[src/design/bisr_pkg.sv]
// Package for the bounded identifier set: sizes, operation and status codes,
// and the control struct passed to each storage cell. No dependencies.
package bisr_pkg;

    localparam int CAPACITY = 16;
    localparam int ID_W     = 32;
    localparam int CNT_W    = $clog2(CAPACITY + 1);

    localparam logic OP_REGISTER = 1'b0;
    localparam logic OP_QUERY    = 1'b1;

    localparam logic [1:0] ST_OK      = 2'd0;
    localparam logic [1:0] ST_PRESENT = 2'd1;
    localparam logic [1:0] ST_FULL    = 2'd2;

    typedef struct packed {
        logic shift_en;
        logic active;
    } cell_ctrl_t;

endpackage

[src/design/bisr_cell.sv]
// One storage cell of the identifier chain: holds one identifier, hands it
// to the next cell on an append and drives its own match line. Uses bisr_pkg.
module bisr_cell
    import bisr_pkg::*;
(
    input  logic            clk,
    input  cell_ctrl_t      ctrl,
    input  logic [ID_W-1:0] id_in,
    input  logic [ID_W-1:0] cmp_id,
    output logic [ID_W-1:0] id_out,
    output logic            hit
);

    logic [ID_W-1:0] id_reg;

    always_ff @(posedge clk)
    begin
        if (ctrl.shift_en)
        begin
            id_reg <= id_in;
        end
    end

    assign id_out = id_reg;
    assign hit    = ctrl.active && (id_reg == cmp_id);

endmodule

[src/design/bounded_id_set_register.sv]
// Channel   | Handshake            | Payload
// input     | in_valid / in_stall  | operation, resource_id
// result    | out_valid / out_stall| status, owned
// config    | cfg_valid / cfg_ready| cfg_data (session_ready)
//
// One transfer is accepted per cycle while in_stall is low; its result is
// registered for the next cycle. Cell chain match lines compare all at once.
// Reset clears the fill count, the ready register and the result valid flag.
// A stalled result holds the input off only while the result register is full.
// Top level of the bounded identifier set; uses bisr_pkg and bisr_cell.
module bounded_id_set_register
    import bisr_pkg::*;
(
    input  logic            clk,
    input  logic            rst_n,
    input  logic            in_valid,
    output logic            in_stall,
    input  logic            operation,
    input  logic [ID_W-1:0] resource_id,
    output logic            out_valid,
    input  logic            out_stall,
    output logic [1:0]      status,
    output logic            owned,
    input  logic            cfg_valid,
    output logic            cfg_ready,
    input  logic            cfg_data
);

    logic              ready_reg;
    logic [CNT_W-1:0]  fill_count_reg;
    logic [CNT_W-1:0]  fill_count_next;
    logic              out_valid_reg;
    logic [1:0]        status_reg;
    logic [1:0]        status_next;
    logic              owned_reg;
    logic              owned_next;
    logic              accept;
    logic              append;
    logic              any_hit;
    logic              full;
    logic [CAPACITY-1:0] hit_vec;
    logic [ID_W-1:0]   chain [CAPACITY+1];
    cell_ctrl_t        ctrl  [CAPACITY];

    assign cfg_ready = 1'b1;
    assign in_stall  = out_valid_reg && out_stall;
    assign accept    = in_valid && !in_stall;
    assign any_hit   = |hit_vec;
    assign full      = (fill_count_reg == CNT_W'(CAPACITY));
    assign chain[0]  = resource_id;

    for (genvar i = 0; i < CAPACITY; i++)
    begin : g_cell
        assign ctrl[i].shift_en = append;
        assign ctrl[i].active   = (fill_count_reg > CNT_W'(i));

        bisr_cell u_cell (
            .clk    (clk),
            .ctrl   (ctrl[i]),
            .id_in  (chain[i]),
            .cmp_id (resource_id),
            .id_out (chain[i+1]),
            .hit    (hit_vec[i])
        );
    end

    always_comb
    begin
        status_next     = ST_OK;
        owned_next      = 1'b0;
        append          = 1'b0;
        fill_count_next = fill_count_reg;
        if (operation == OP_REGISTER)
        begin
            if (!ready_reg)
            begin
                status_next = ST_FULL;
            end
            else if (any_hit)
            begin
                status_next = ST_PRESENT;
            end
            else if (full)
            begin
                status_next = ST_FULL;
            end
            else
            begin
                append          = accept;
                fill_count_next = fill_count_reg + CNT_W'(1);
            end
        end
        else
        begin
            owned_next = ready_reg && any_hit;
        end
    end

    always_ff @(posedge clk or negedge rst_n)
    begin
        if (!rst_n)
        begin
            ready_reg      <= 1'b0;
            fill_count_reg <= '0;
            out_valid_reg  <= 1'b0;
        end
        else
        begin
            if (cfg_valid && cfg_ready)
            begin
                ready_reg <= cfg_data;
            end
            if (append)
            begin
                fill_count_reg <= fill_count_next;
            end
            if (accept)
            begin
                out_valid_reg <= 1'b1;
            end
            else if (!out_stall)
            begin
                out_valid_reg <= 1'b0;
            end
        end
    end

    always_ff @(posedge clk)
    begin
        if (accept)
        begin
            status_reg <= status_next;
            owned_reg  <= owned_next;
        end
    end

    assign out_valid = out_valid_reg;
    assign status    = status_reg;
    assign owned     = owned_reg;

endmodule

[config.mk]
export PLATFORM = sky130hd
export DESIGN_NAME = bounded_id_set_register
export DESIGN_NICKNAME = d
export VERILOG_FILES = /design/src/design/bisr_pkg.sv /design/src/design/bisr_cell.sv /design/src/design/bounded_id_set_register.sv
export SDC_FILE = /design/constraint.sdc
export NUM_CORES = 1
export LEC_CHECK = 0
export ABC_AREA = 1
export CAP_MARGIN = 10
export CORE_MARGIN = 5
export CORE_UTILIZATION = 50
export CTS_CLUSTER_DIAMETER = 150
export CTS_CLUSTER_SIZE = 28
export DETAILED_ROUTE_END_ITERATION = 12
export DONT_BUFFER_PORTS = 1
export PLACE_DENSITY = 0.64
export SLEW_MARGIN = 20
export SYNTH_ARGS = -nofsm -noshare
export SYNTH_HDL_FRONTEND = slang
export SYNTH_SLANG_ARGS = --single-unit
[constraint.sdc]
create_clock -name clk -period 6.9 [get_ports clk]
set_input_delay 1.38 -clock clk [delete_from_list [all_inputs] [get_ports clk]]
set_output_delay 1.38 -clock clk [all_outputs]
set_load 0.03 [all_outputs]
==> results of run 1 <==
cells in the final DEF (no fill, tap or decap), types with 2 or more instances in the layout:
cell and n:
o22ai_2 2, a21oi_1 3, edfxtp_1 515, clkbuf_16 23, ha_1 5, nor2_4 5, xnor2_1 255, inv_1 276
inv_4 2, xor2_1 18, or2_0 5, nand3_1 54, or2_1 2, nand2_4 3, o22ai_1 10, o21ai_1 31
nor2_1 181, nand3_2 4, nand4_1 50, nor3_1 2, dfrtp_1 7, nand2_2 7, clkinv_1 3, clkbuf_1 9
buf_12 4, o21ai_0 51, nand2_1 645, inv_2 26, o21ai_2 6
metal layers:
metal / global-route usage, % / vias to the layer above / part of all wire, %
li1: - / 7125 / -
met1: 34.31 / 7482 / 38
met2: 52.01 / 517 / 52
met3: 2.658 / 126 / 4.9
met4: 13.58 / 0 / 5.7
met5: 0 / - / 0
synth_stat cells, types with 9 or more instances:
library cell | number | area [um2]
buf_2 | 9 | 45.04
nand2_1 | 645 | 2421
o21ai_1 | 31 | 155.2
nand3_1 | 54 | 270.3
xor2_1 | 18 | 157.7
nand4_1 | 50 | 312.8
edfxtp_1 | 515 | 15460
inv_1 | 276 | 1036
xnor2_1 | 255 | 2233
inv_2 | 26 | 97.59
buf_4 | 23 | 172.7
o21ai_0 | 51 | 255.2
nor2_1 | 181 | 679.4
o22ai_1 | 10 | 62.56
buf_6 | 37 | 416.7
report_power, final:
part           total [mW]  leakage [nW]  switching [mW]  internal [mW]
combinational       0.609          4.39           0.419          0.190
sequential           3.65          4.77          0.0914           3.56
clock                1.62         0.300           0.990          0.626
total                5.87          9.46            1.50           4.37
area by class of cell:
| class | count | area (um2) |
|---|---|---|
| fillers | 4330 | 23330 |
| flip-flops and latches | 522 | 15640 |
| multi-input cells | 1347 | 7010 |
| inverters | 308 | 1177 |
| well taps | 622 | 778.2 |
| clock buffers | 32 | 609.3 |
| repair buffers | 5 | 87.58 |
| clock inverters | 1 | 11.26 |
| diodes | 1 | 2.502 |
cell families (layout without fill, tap and decap cells):
logic type,Yosys count,count (layout),share of synthesized area [%]
and+or+nand+nor,960,960,16.11
DFF,522,522,63.97
buffers and inverters,377,346,7.354
xor gates and xnor gates,274,274,9.846
AOI/OAI and AO/OA,107,107,2.451
adders and majority gates,5,5,0.2559
other,1,2,0.01534
worst max-delay path: cells and delay by family:
family | cells | cell delay, ps
and+or+nand+nor | 11 | 1190
buffers and inverters | 4 | 1430
AOI/OAI and AO/OA | 1 | 150
per-stage QoR:
| step | instances | area (um2) | utilization [%] |
|---|---|---|---|
| CTS | 2837 | 25310 | 52.04 |
| detailed placement | 2804 | 24690 | 50.76 |
| global route | 2837 | 25310 | 52.04 |
| floorplan | 2246 | 24450 | - |
| global placement | 2804 | 24690 | 50.76 |
| finish | 2838 | 25320 | 52.04 |
worst max path at each step:
stage | startpoint | end | slack (ps) | depth (start not counted)
3_5_place_dp | resource_id[1] | g_cell[7].u_cell.id_out[7] | 2100 | 16
6_report | resource_id[1] | g_cell[14].u_cell.id_out[22] | 2620 | 16
5_1_grt | fill_count_reg[0] | g_cell[4].u_cell.id_out[3] | 2530 | 17
2_1_floorplan | resource_id[1] | g_cell[0].u_cell.id_out[0] | 610 | 14
3_3_place_gp | resource_id[1] | g_cell[7].u_cell.id_out[7] | 2150 | 16
4_1_cts | resource_id[1] | g_cell[5].u_cell.id_out[3] | 2730 | 16
==> results.py, run 1 <==
metrics = {
    "sta": {
        "tns_ps": 0,
        "fin_ws_ps": 2624,
        "finalMaxSlewViolations": 0,
        "tightest_slew_ps": 1011,
        "hold_viol_final": 0,
        "fmax_ghz": 0.2339,
        "grt_setup_unrepaired": "no",
        "post-route-period-util_pct": 61.96,
        "hold_ws_ps": 449.9,
        "maxSlewHeadroom_pct": 32.60,
        "min_period_ps": 4276,
        "finClkSkew_ps": 50.06,
        "finalSetupViolCount": 0,
    },
    "logic_synthesis": {
        "synth-async-reset-ratio_pct": 1.341,
        "synthCells": 2246,
        "synth_edf_count": 515,
        "synth.avg_cell_area_um2": 10.89,
        "syn-cell-area_um2": 24450,
        "ys_warn_count": 0,
        "syn_nets": 2290,
        "ys.flop_type": "edfxtp_1",
        "yosysUniqueCellTypes": 37,
        "ys_ff_latch": 522,
        "yosysSeqAreaShare_pct": 63.97,
    },
    "clocking": {
        "cts_hold_buf": 0,
        "clk_latency_ps": 610,
        "cts_setup_buffers": 0,
        "cts_resized": 0,
        "cts-root-buf": "clkbuf_16",
        "clk_pin_slew_worst_paths_ps": 120,
        "cts_buffer_depth": 3,
        "cts_tree": "done",
        "cts.sinks": 522,
        "htreeDepth": 1,
        "cts_made_buffers": 22,
    },
    "die": {
        "ios": 45,
        "start_util_pct": 50.26,
        "chipWidth_um": 231.1,
        "placeableCoreArea_um2": 48650,
        "std_cell_rows": 81,
        "chipHeight_um": 231.1,
        "die-area_um2": 53420,
    },
    "drt": {
        "routed_wl_um": 76790,
        "wl_per_cell_um": 27.06,
        "ant_nets": 0,
        "drc": 0,
        "drtIter0Drc": 1439,
        "drt_first_pass_iters": 6,
        "viasPerCell": 5.374,
        "route.vias.total": 15250,
    },
    "worst_setup_path": {
        "cp_common_cell": "nand2_1",
        "worstPathRequired_ps": 7130,
        "r2r.worst_path.cells": 17,
        "slowest_stage": "inv_1",
        "worstPathMaxFanout": 187,
        "arrival_ps": 4510,
        "max_stage_delay_ps": 450,
        "r2r_slack_ps": 2740,
        "reg2reg_from": "fill_count_reg[0]",
        "r2r-end": "g_cell[14].u_cell.id_out[22]",
        "start_kind": "primary input",
        "cp-end-kind": "flop",
        "path_cells": "inv_1 > nand2_1 > o21ai_0 > inv_1 > nand2_1 > nor2_1 > nand2_1 > nor2_1 > nand3_1 > nand2_1 > nor2_4 > nand2_4 > nor2_8 > nand2_4 > inv_16 > buf_12",
        "path_class": "in2reg",
    },
    "placed_design": {
        "io_buffers": 0,
        "dp_slack_ps": 2096,
        "gp_congestion": 0.9644,
        "hpwl_um": 58450,
    },
    "pwr": {
        "p_total_mw": 5.875,
        "vdd_drop_max_v": 0.0001996,
        "powerDensity_nw_per_um2": 232.0,
        "p_leak_nw": 9.460,
    },
    "grt": {
        "track_usage_pct": 28.59,
        "overflow": 0,
        "grt_max_degree": 188,
        "grt_pass1_vias": 15210,
        "grt_antenna_before_repair": 0,
        "grt_pass1_wl_um": 107200,
    },
    "finish": {
        "nNetsFinal": 2250,
        "drive_gt1_share_pct": 4.018,
        "largest_reg_flops": 512,
        "syn_to_final_growth_pct": 3.552,
    },
    "run": {
        "maxCapViolCount": 0,
    },
    "status": {
        "status": "finished, final reports clean",
    },
    "min_path": {
        "hold_class": "in2async",
    },
}
Power figures use the tool's default switching activity.
==> inputs of run 2 (changes only) <==
- ABC_AREA: 1 -> 0
- clock period: 6.9 -> 4.3 ns (I/O delays scaled with it)
==> run 2 against run 1 <==
  * Register-to-register slack lost 2300 ps
  * Critical endpoint is now g_cell[9].u_cell.id_out[3]
  * Core utilization grew 1.1 points
  * Clock power grew 56%
==> results.py, run 2 <==
metrics = {
    "clocking": {
        "cts.sinks": 522,
        "cts_made_buffers": 22,
        "cts_resized": 0,
        "clk_latency_ps": 580,
        "cts-root-buf": "clkbuf_16",
        "cts_tree": "done",
        "clk_pin_slew_worst_paths_ps": 120,
        "htreeDepth": 1,
        "cts_buffer_depth": 3,
    },
    "sta": {
        "fin_ws_ps": 425.5,
        "tns_ps": 0,
        "tightest_slew_ps": 713.4,
        "post-route-period-util_pct": 90.10,
        "fmax_ghz": 0.2581,
        "hold_viol_final": 0,
        "finalSetupViolCount": 0,
        "maxSlewHeadroom_pct": 51.21,
        "finClkSkew_ps": 35.10,
        "min_period_ps": 3874,
        "finalMaxSlewViolations": 0,
        "grt_setup_unrepaired": "no",
    },
    "pwr": {
        "p_total_mw": 9.469,
        "powerDensity_nw_per_um2": 405.7,
        "netSwitchingPower_mw": 2.214,
        "p_clk_share_pct": 26.7,
        "power_frac_comb_pct": 9.1,
        "p_seq_share_pct": 64.2,
        "p_sw_share_pct": 23.38,
        "vdd_drop_max_v": 0.0003928,
        "power.internal_mw": 7.255,
        "p_leak_nw": 7.022,
    },
    "drt": {
        "route.vias.total": 10540,
        "routed_wl_um": 49060,
        "drc": 0,
        "viasPerCell": 5.457,
        "drt_first_pass_iters": 5,
        "drtIter0Drc": 677,
        "wl_per_cell_um": 25.40,
        "ant_nets": 0,
    },
    "grt": {
        "grt_antenna_before_repair": 0,
        "grt_use_met1_pct": 22.62,
        "use_met3_pct": 2.116,
        "grt-busiest-layer": "met2",
        "grt_pass1_wl_um": 70050,
        "track_usage_pct": 20.10,
        "grt_max_degree": 78,
        "overflow": 0,
        "met2_usage_pct": 37.46,
        "grt_pass1_vias": 11030,
    },
    "die": {
        "start_util_pct": 50.16,
        "std_cell_rows": 77,
        "chipWidth_um": 219.9,
        "ios": 45,
        "chipHeight_um": 219.9,
        "placeableCoreArea_um2": 43930,
        "die-area_um2": 48370,
    },
    "logic_synthesis": {
        "synth_edf_count": 515,
        "syn-cell-area_um2": 22040,
        "syn_nets": 1390,
        "synth_area_leaders": "edfxtp_1 70%, xnor2_1 12%, xor2_1 8.0%, nand4_1 2.5%, nor4_1 1.6%",
        "synth.most_common_cell": "edfxtp_1",
        "ys_warn_count": 0,
        "synth.avg_cell_area_um2": 16.37,
        "ys.flop_type": "edfxtp_1",
        "ys_ff_latch": 522,
        "synth_top_area_share_pct": 70.18,
        "synth_top_area_cell": "edfxtp_1",
        "yosysUniqueCellTypes": 42,
        "yosysSeqAreaShare_pct": 70.97,
        "synthCells": 1346,
        "synth-async-reset-ratio_pct": 1.341,
        "synth_common_cells": "515 x edfxtp_1, 313 x xnor2_1, 201 x xor2_1",
    },
    "finish": {
        "fill_cells": 3580,
        "mostFrequentLayoutCell": "edfxtp_1",
        "final_cell_mix": "515 x edfxtp_1, 313 x xnor2_1, 201 x xor2_1",
        "drive_gt1_share_pct": 3.809,
        "multiInputGateArea_um2": 6013,
        "largest_reg_flops": 512,
        "syn_to_final_growth_pct": 5.916,
        "n_antenna_cell": 0,
        "seqCellArea_um2": 15640,
        "nNetsFinal": 1368,
    },
    "placed_design": {
        "gp_congestion": 0.9427,
        "dp_slack_ps": 210.7,
        "hpwl_um": 37160,
        "io_buffers": 0,
    },
    "worst_setup_path": {
        "worstPathRequired_ps": 4540,
        "arrival_ps": 4110,
        "worstPathMaxFanout": 77,
        "start_kind": "flop",
        "cp-end-kind": "flop",
        "path_class": "reg2reg",
    },
    "min_path": {
        "hold_class": "in2reg",
    },
    "status": {
        "status": "finished, final reports clean",
    },
    "run": {
        "maxCapViolCount": 0,
    },
}
## run 2: cell types whose count changed in the layout (fill, tap and decap cells not counted), sizes merged, moves of 84 or more
cell   delta
xor2    +182
nor2    -180
inv     -299
nand2   -650
o21ai    -84
## run 2: power groups by stage
stage / Clock, mW / Sequential, mW / Combinational (mW)
floorplan: 0 / 6.14 / 0.691
global placement: 0 / 6.19 / 0.857
detailed placement: 0 / 6.20 / 0.862
CTS: 2.57 / 6.08 / 0.869
global route: 2.74 / 6.12 / 0.913
finish: 2.53 / 6.08 / 0.861
## run 2: cell type report
type	count	share of cell area (%)
clock buffers	38	2.707
flip-flops and latches	522	67.01
multi-input cells	750	25.76
inverters	6	0.09649
clock inverters	1	0.04825
well taps	592	3.174
repair buffers	22	1.201
## run 2: kinds of logic (layout without fill, tap and decap cells)
group           count (synthesis)  count (layout)  share of synthesized area (%)
compound gates                 29              29                         0.9312
mux                             3               3                         0.1646
other cells                     1               1                        0.01702
flops                         522             522                          70.97
fa+ha+maj                       5               5                         0.2839
xor+xnor                      514             514                          20.43
simple gates                  197             198                          5.428
buf+inv                        75              67                          1.771
## run 2: worst max-delay path, cell delays in order, from the launching register on
cell,delay (ps)
dfrtp_1,600
nor3_1,230
buf_4,190
o21ai_0,190
nand4_1,370
o41ai_1,140
a311oi_1,440
and3_4,340
and3_4,550
buf_12,410
## run 2: per-stage QoR
step	instance area (um2)	hold WS, ps	std cells	util (%)
floorplan	22040	447.3	1346	-
global placement	22680	451.0	1890	51.62
detailed placement	22680	454.9	1890	51.62
global route	23340	349.3	1931	53.13
finish	23340	386.1	1931	53.13
CTS	23330	363.5	1930	53.11
## run 2: final timing paths
kind | startpoint | end | slack (ps) | cells past startpoint
worst max-delay path | fill_count_reg[2] | g_cell[9].u_cell.id_out[3] | 430 | 9
worst min-delay path | resource_id[19] | g_cell[0].u_cell.id_out[19] | 390 | 0
worst max register to register | fill_count_reg[2] | g_cell[9].u_cell.id_out[3] | 430 | 9
worst min register to register | g_cell[8].u_cell.id_out[0] | g_cell[9].u_cell.id_out[0] | 460 | 0
max in group asynchronous | rst_n | fill_count_reg[1] | 3310 | 1
min in group asynchronous | rst_n | fill_count_reg[3] | 650 | 1
## run 2: routing by layer
layer	wire, um	vias to the layer above	share of wire, %
li1	-	4866	-
met1	17950	5327	37
met2	26460	238	54
met3	1484	107	3.0
met4	3156	0	6.4
met5	0	-	0
## run 2: repair_timing
action | 4_1_cts | 5_1_grt
setup buffers | 0 | 0
hold buffers | 1 | 0
endpoints found under the setup margin | 0 | 39
hold endpoints to repair | 7 | 0
==> inputs of run 3 (changes only) <==
- PLACE_DENSITY: 0.64 -> 0.69
- clock period: 4.3 -> 4.4 ns (I/O delays scaled with it)
==> run 3 against run 2 <==
  * Register-to-register slack got worse by 370 ps
  * Cell count decreased by 0.73%
  * Setup slack got worse by 370 ps
  * Sequential power is 2% lower
  * Critical path depth fell by 1
  * Maximum frequency is 11% lower
  * Final area decreased by 0.48%
  * Non-clock buffer count is 7 lower
  * Largest power group unchanged
  * Routed wire length decreased by 1.8%
==> results.py, run 3 (same netlist as run 2, synthesis figures left out) <==
metrics = {
    "status": {
        "status": "finished, final reports clean",
    },
    "worst_setup_path": {
        "path_class": "reg2reg",
        "r2r_slack_ps": 60,
        "worstPathMaxFanout": 86,
        "reg2reg_from": "fill_count_reg[2]",
        "r2r-end": "g_cell[11].u_cell.id_out[3]",
        "worstPathRequired_ps": 4620,
        "cp-end-kind": "flop",
        "start_kind": "flop",
        "cp_common_cell": "and3_4",
        "max_stage_delay_ps": 630,
        "path_cells": "nor3_2 > o21ai_0 > nand4_1 > o41ai_1 > a311oi_1 > and3_4 > and3_4 > buf_12",
        "slowest_stage": "dfrtp_1",
        "r2r.worst_path.cells": 8,
        "arrival_ps": 4560,
    },
    "die": {
        "chipHeight_um": 219.9,
        "ios": 45,
        "chipWidth_um": 219.9,
        "die-area_um2": 48370,
        "placeableCoreArea_um2": 43930,
        "start_util_pct": 50.16,
        "std_cell_rows": 77,
    },
    "drt": {
        "routed_wl_um": 48150,
        "ant_nets": 0,
        "wl_per_cell_um": 25.12,
        "drc": 0,
        "route.vias.total": 10510,
        "drtIter0Drc": 1023,
        "drt_first_pass_iters": 5,
        "viasPerCell": 5.484,
    },
    "grt": {
        "grt_pass1_vias": 10950,
        "grt_pass1_wl_um": 69650,
        "grt_antenna_before_repair": 0,
        "grt-busiest-layer": "met2",
        "met2_usage_pct": 37.42,
        "use_met3_pct": 2.363,
        "grt_max_degree": 87,
        "grt_use_met1_pct": 22.89,
        "overflow": 0,
        "track_usage_pct": 19.84,
    },
    "min_path": {
        "hold_class": "in2reg",
        "worstHoldEndpoint": "g_cell[0].u_cell.id_out[27]",
        "holdPathStages": 0,
        "hp-start": "resource_id[27]",
    },
    "pwr": {
        "p_leak_nw": 6.968,
        "powerDensity_nw_per_um2": 395.5,
        "vdd_drop_max_v": 0.0003555,
    },
    "finish": {
        "syn_to_final_growth_pct": 5.411,
        "largest_reg_flops": 512,
        "mostFrequentLayoutCell": "edfxtp_1",
        "nNetsFinal": 1361,
        "drive_gt1_share_pct": 3.396,
        "final_cell_mix": "515 x edfxtp_1, 313 x xnor2_1, 201 x xor2_1",
        "final_cell_count_no_fill": 1917,
        "n_antenna_cell": 0,
        "fin_util_pct": 52.87,
        "fin_area_um2": 23230,
        "fill_cells": 3546,
    },
    "clocking": {
        "cts_made_buffers": 22,
        "cts_setup_buffers": 0,
        "cts.sinks": 522,
        "cts-root-buf": "clkbuf_16",
        "htreeDepth": 1,
        "clk_pin_slew_worst_paths_ps": 110,
        "cts_buffer_depth": 3,
        "cts_tree": "done",
        "clk_latency_ps": 570,
    },
    "sta": {
        "finClkSkew_ps": 20.13,
        "post-route-period-util_pct": 98.71,
        "finalSetupViolCount": 0,
        "hold_viol_final": 0,
        "maxSlewHeadroom_pct": 37.09,
        "fin_ws_ps": 56.69,
        "tns_ps": 0,
        "finalMaxSlewViolations": 0,
        "tightest_slew_ps": 919.9,
        "fmax_ghz": 0.2302,
        "grt_setup_unrepaired": "no",
        "min_period_ps": 4343,
    },
    "placed_design": {
        "io_buffers": 0,
        "gp_congestion": 0.9812,
        "dp_cells": 1883,
        "dp_slack_ps": -138.7,
        "placed_area_um2": 22590,
        "hpwl_um": 35870,
    },
    "run": {
        "maxCapViolCount": 0,
    },
}
==> run 3: worst max-delay path by stage <==
| stage | to | from |
|---|---|---|
| 2_1_floorplan | fill_count_reg[1] | resource_id[22] |
| 3_3_place_gp | g_cell[15].u_cell.id_out[19] | fill_count_reg[3] |
| 3_5_place_dp | g_cell[15].u_cell.id_out[19] | fill_count_reg[2] |
| 4_1_cts | g_cell[14].u_cell.id_out[25] | fill_count_reg[2] |
| 5_1_grt | g_cell[11].u_cell.id_out[19] | fill_count_reg[2] |
| 6_report | g_cell[11].u_cell.id_out[3] | fill_count_reg[2] |
==> run 3: area by class of cell <==
class | count | area, um2 | area share (%)
Timing Repair Buffer | 15 | 190.2 | 0.8187
Multi-Input combinational cell | 750 | 6018 | 25.91
Inverter | 6 | 22.52 | 0.09696
Tap cell | 592 | 740.7 | 3.189
Sequential cell | 522 | 15640 | 67.33
Clock inverter | 1 | 11.26 | 0.04848
Clock buffer | 31 | 605.6 | 2.607
==> run 3: repair_timing <==
item                                    in CTS  in global routing
resized for setup                            1                  0
endpoints found under the hold margin        7                  0
endpoints found under the setup margin     410                309
hold buffers                                 1                  0
gates cloned                                 0                  1
==> run 3: through the flow <==
stage / hold slack, ps / total power, mW
floorplan: 447.3 / 6.673
global placement: 450.6 / 6.852
detailed placement: 453.8 / 6.872
CTS: 376.6 / 9.220
global route: 373.2 / 9.490
finish: 401.9 / 9.186
==> run 3: worst max-delay path, delay by kind of cell, from the launching register on <==
| family | cells | cell delay [ps] |
|---|---|---|
| AO/OA/AOI/OAI | 3 | 1040 |
| buffers and inverters | 1 | 440 |
| flip-flops | 1 | 630 |
| AND/OR/NAND/NOR | 4 | 1830 |
==> run 3: where the power goes <==
| part | internal [mW] | switching (mW) |
|---|---|---|
| sequential | 5.75 | 0.208 |
| clock | 0.976 | 1.45 |
| combinational | 0.335 | 0.474 |
==> run 3: metal layers <==
layer / share of wire [%] / vias to the layer above / routed length [um]
li1: - / 4847 / -
met3: 3.9 / 87 / 1868
met1: 37 / 5305 / 17580
met4: 5.0 / 0 / 2418
met2: 55 / 273 / 26280
met5: 0 / - / 0
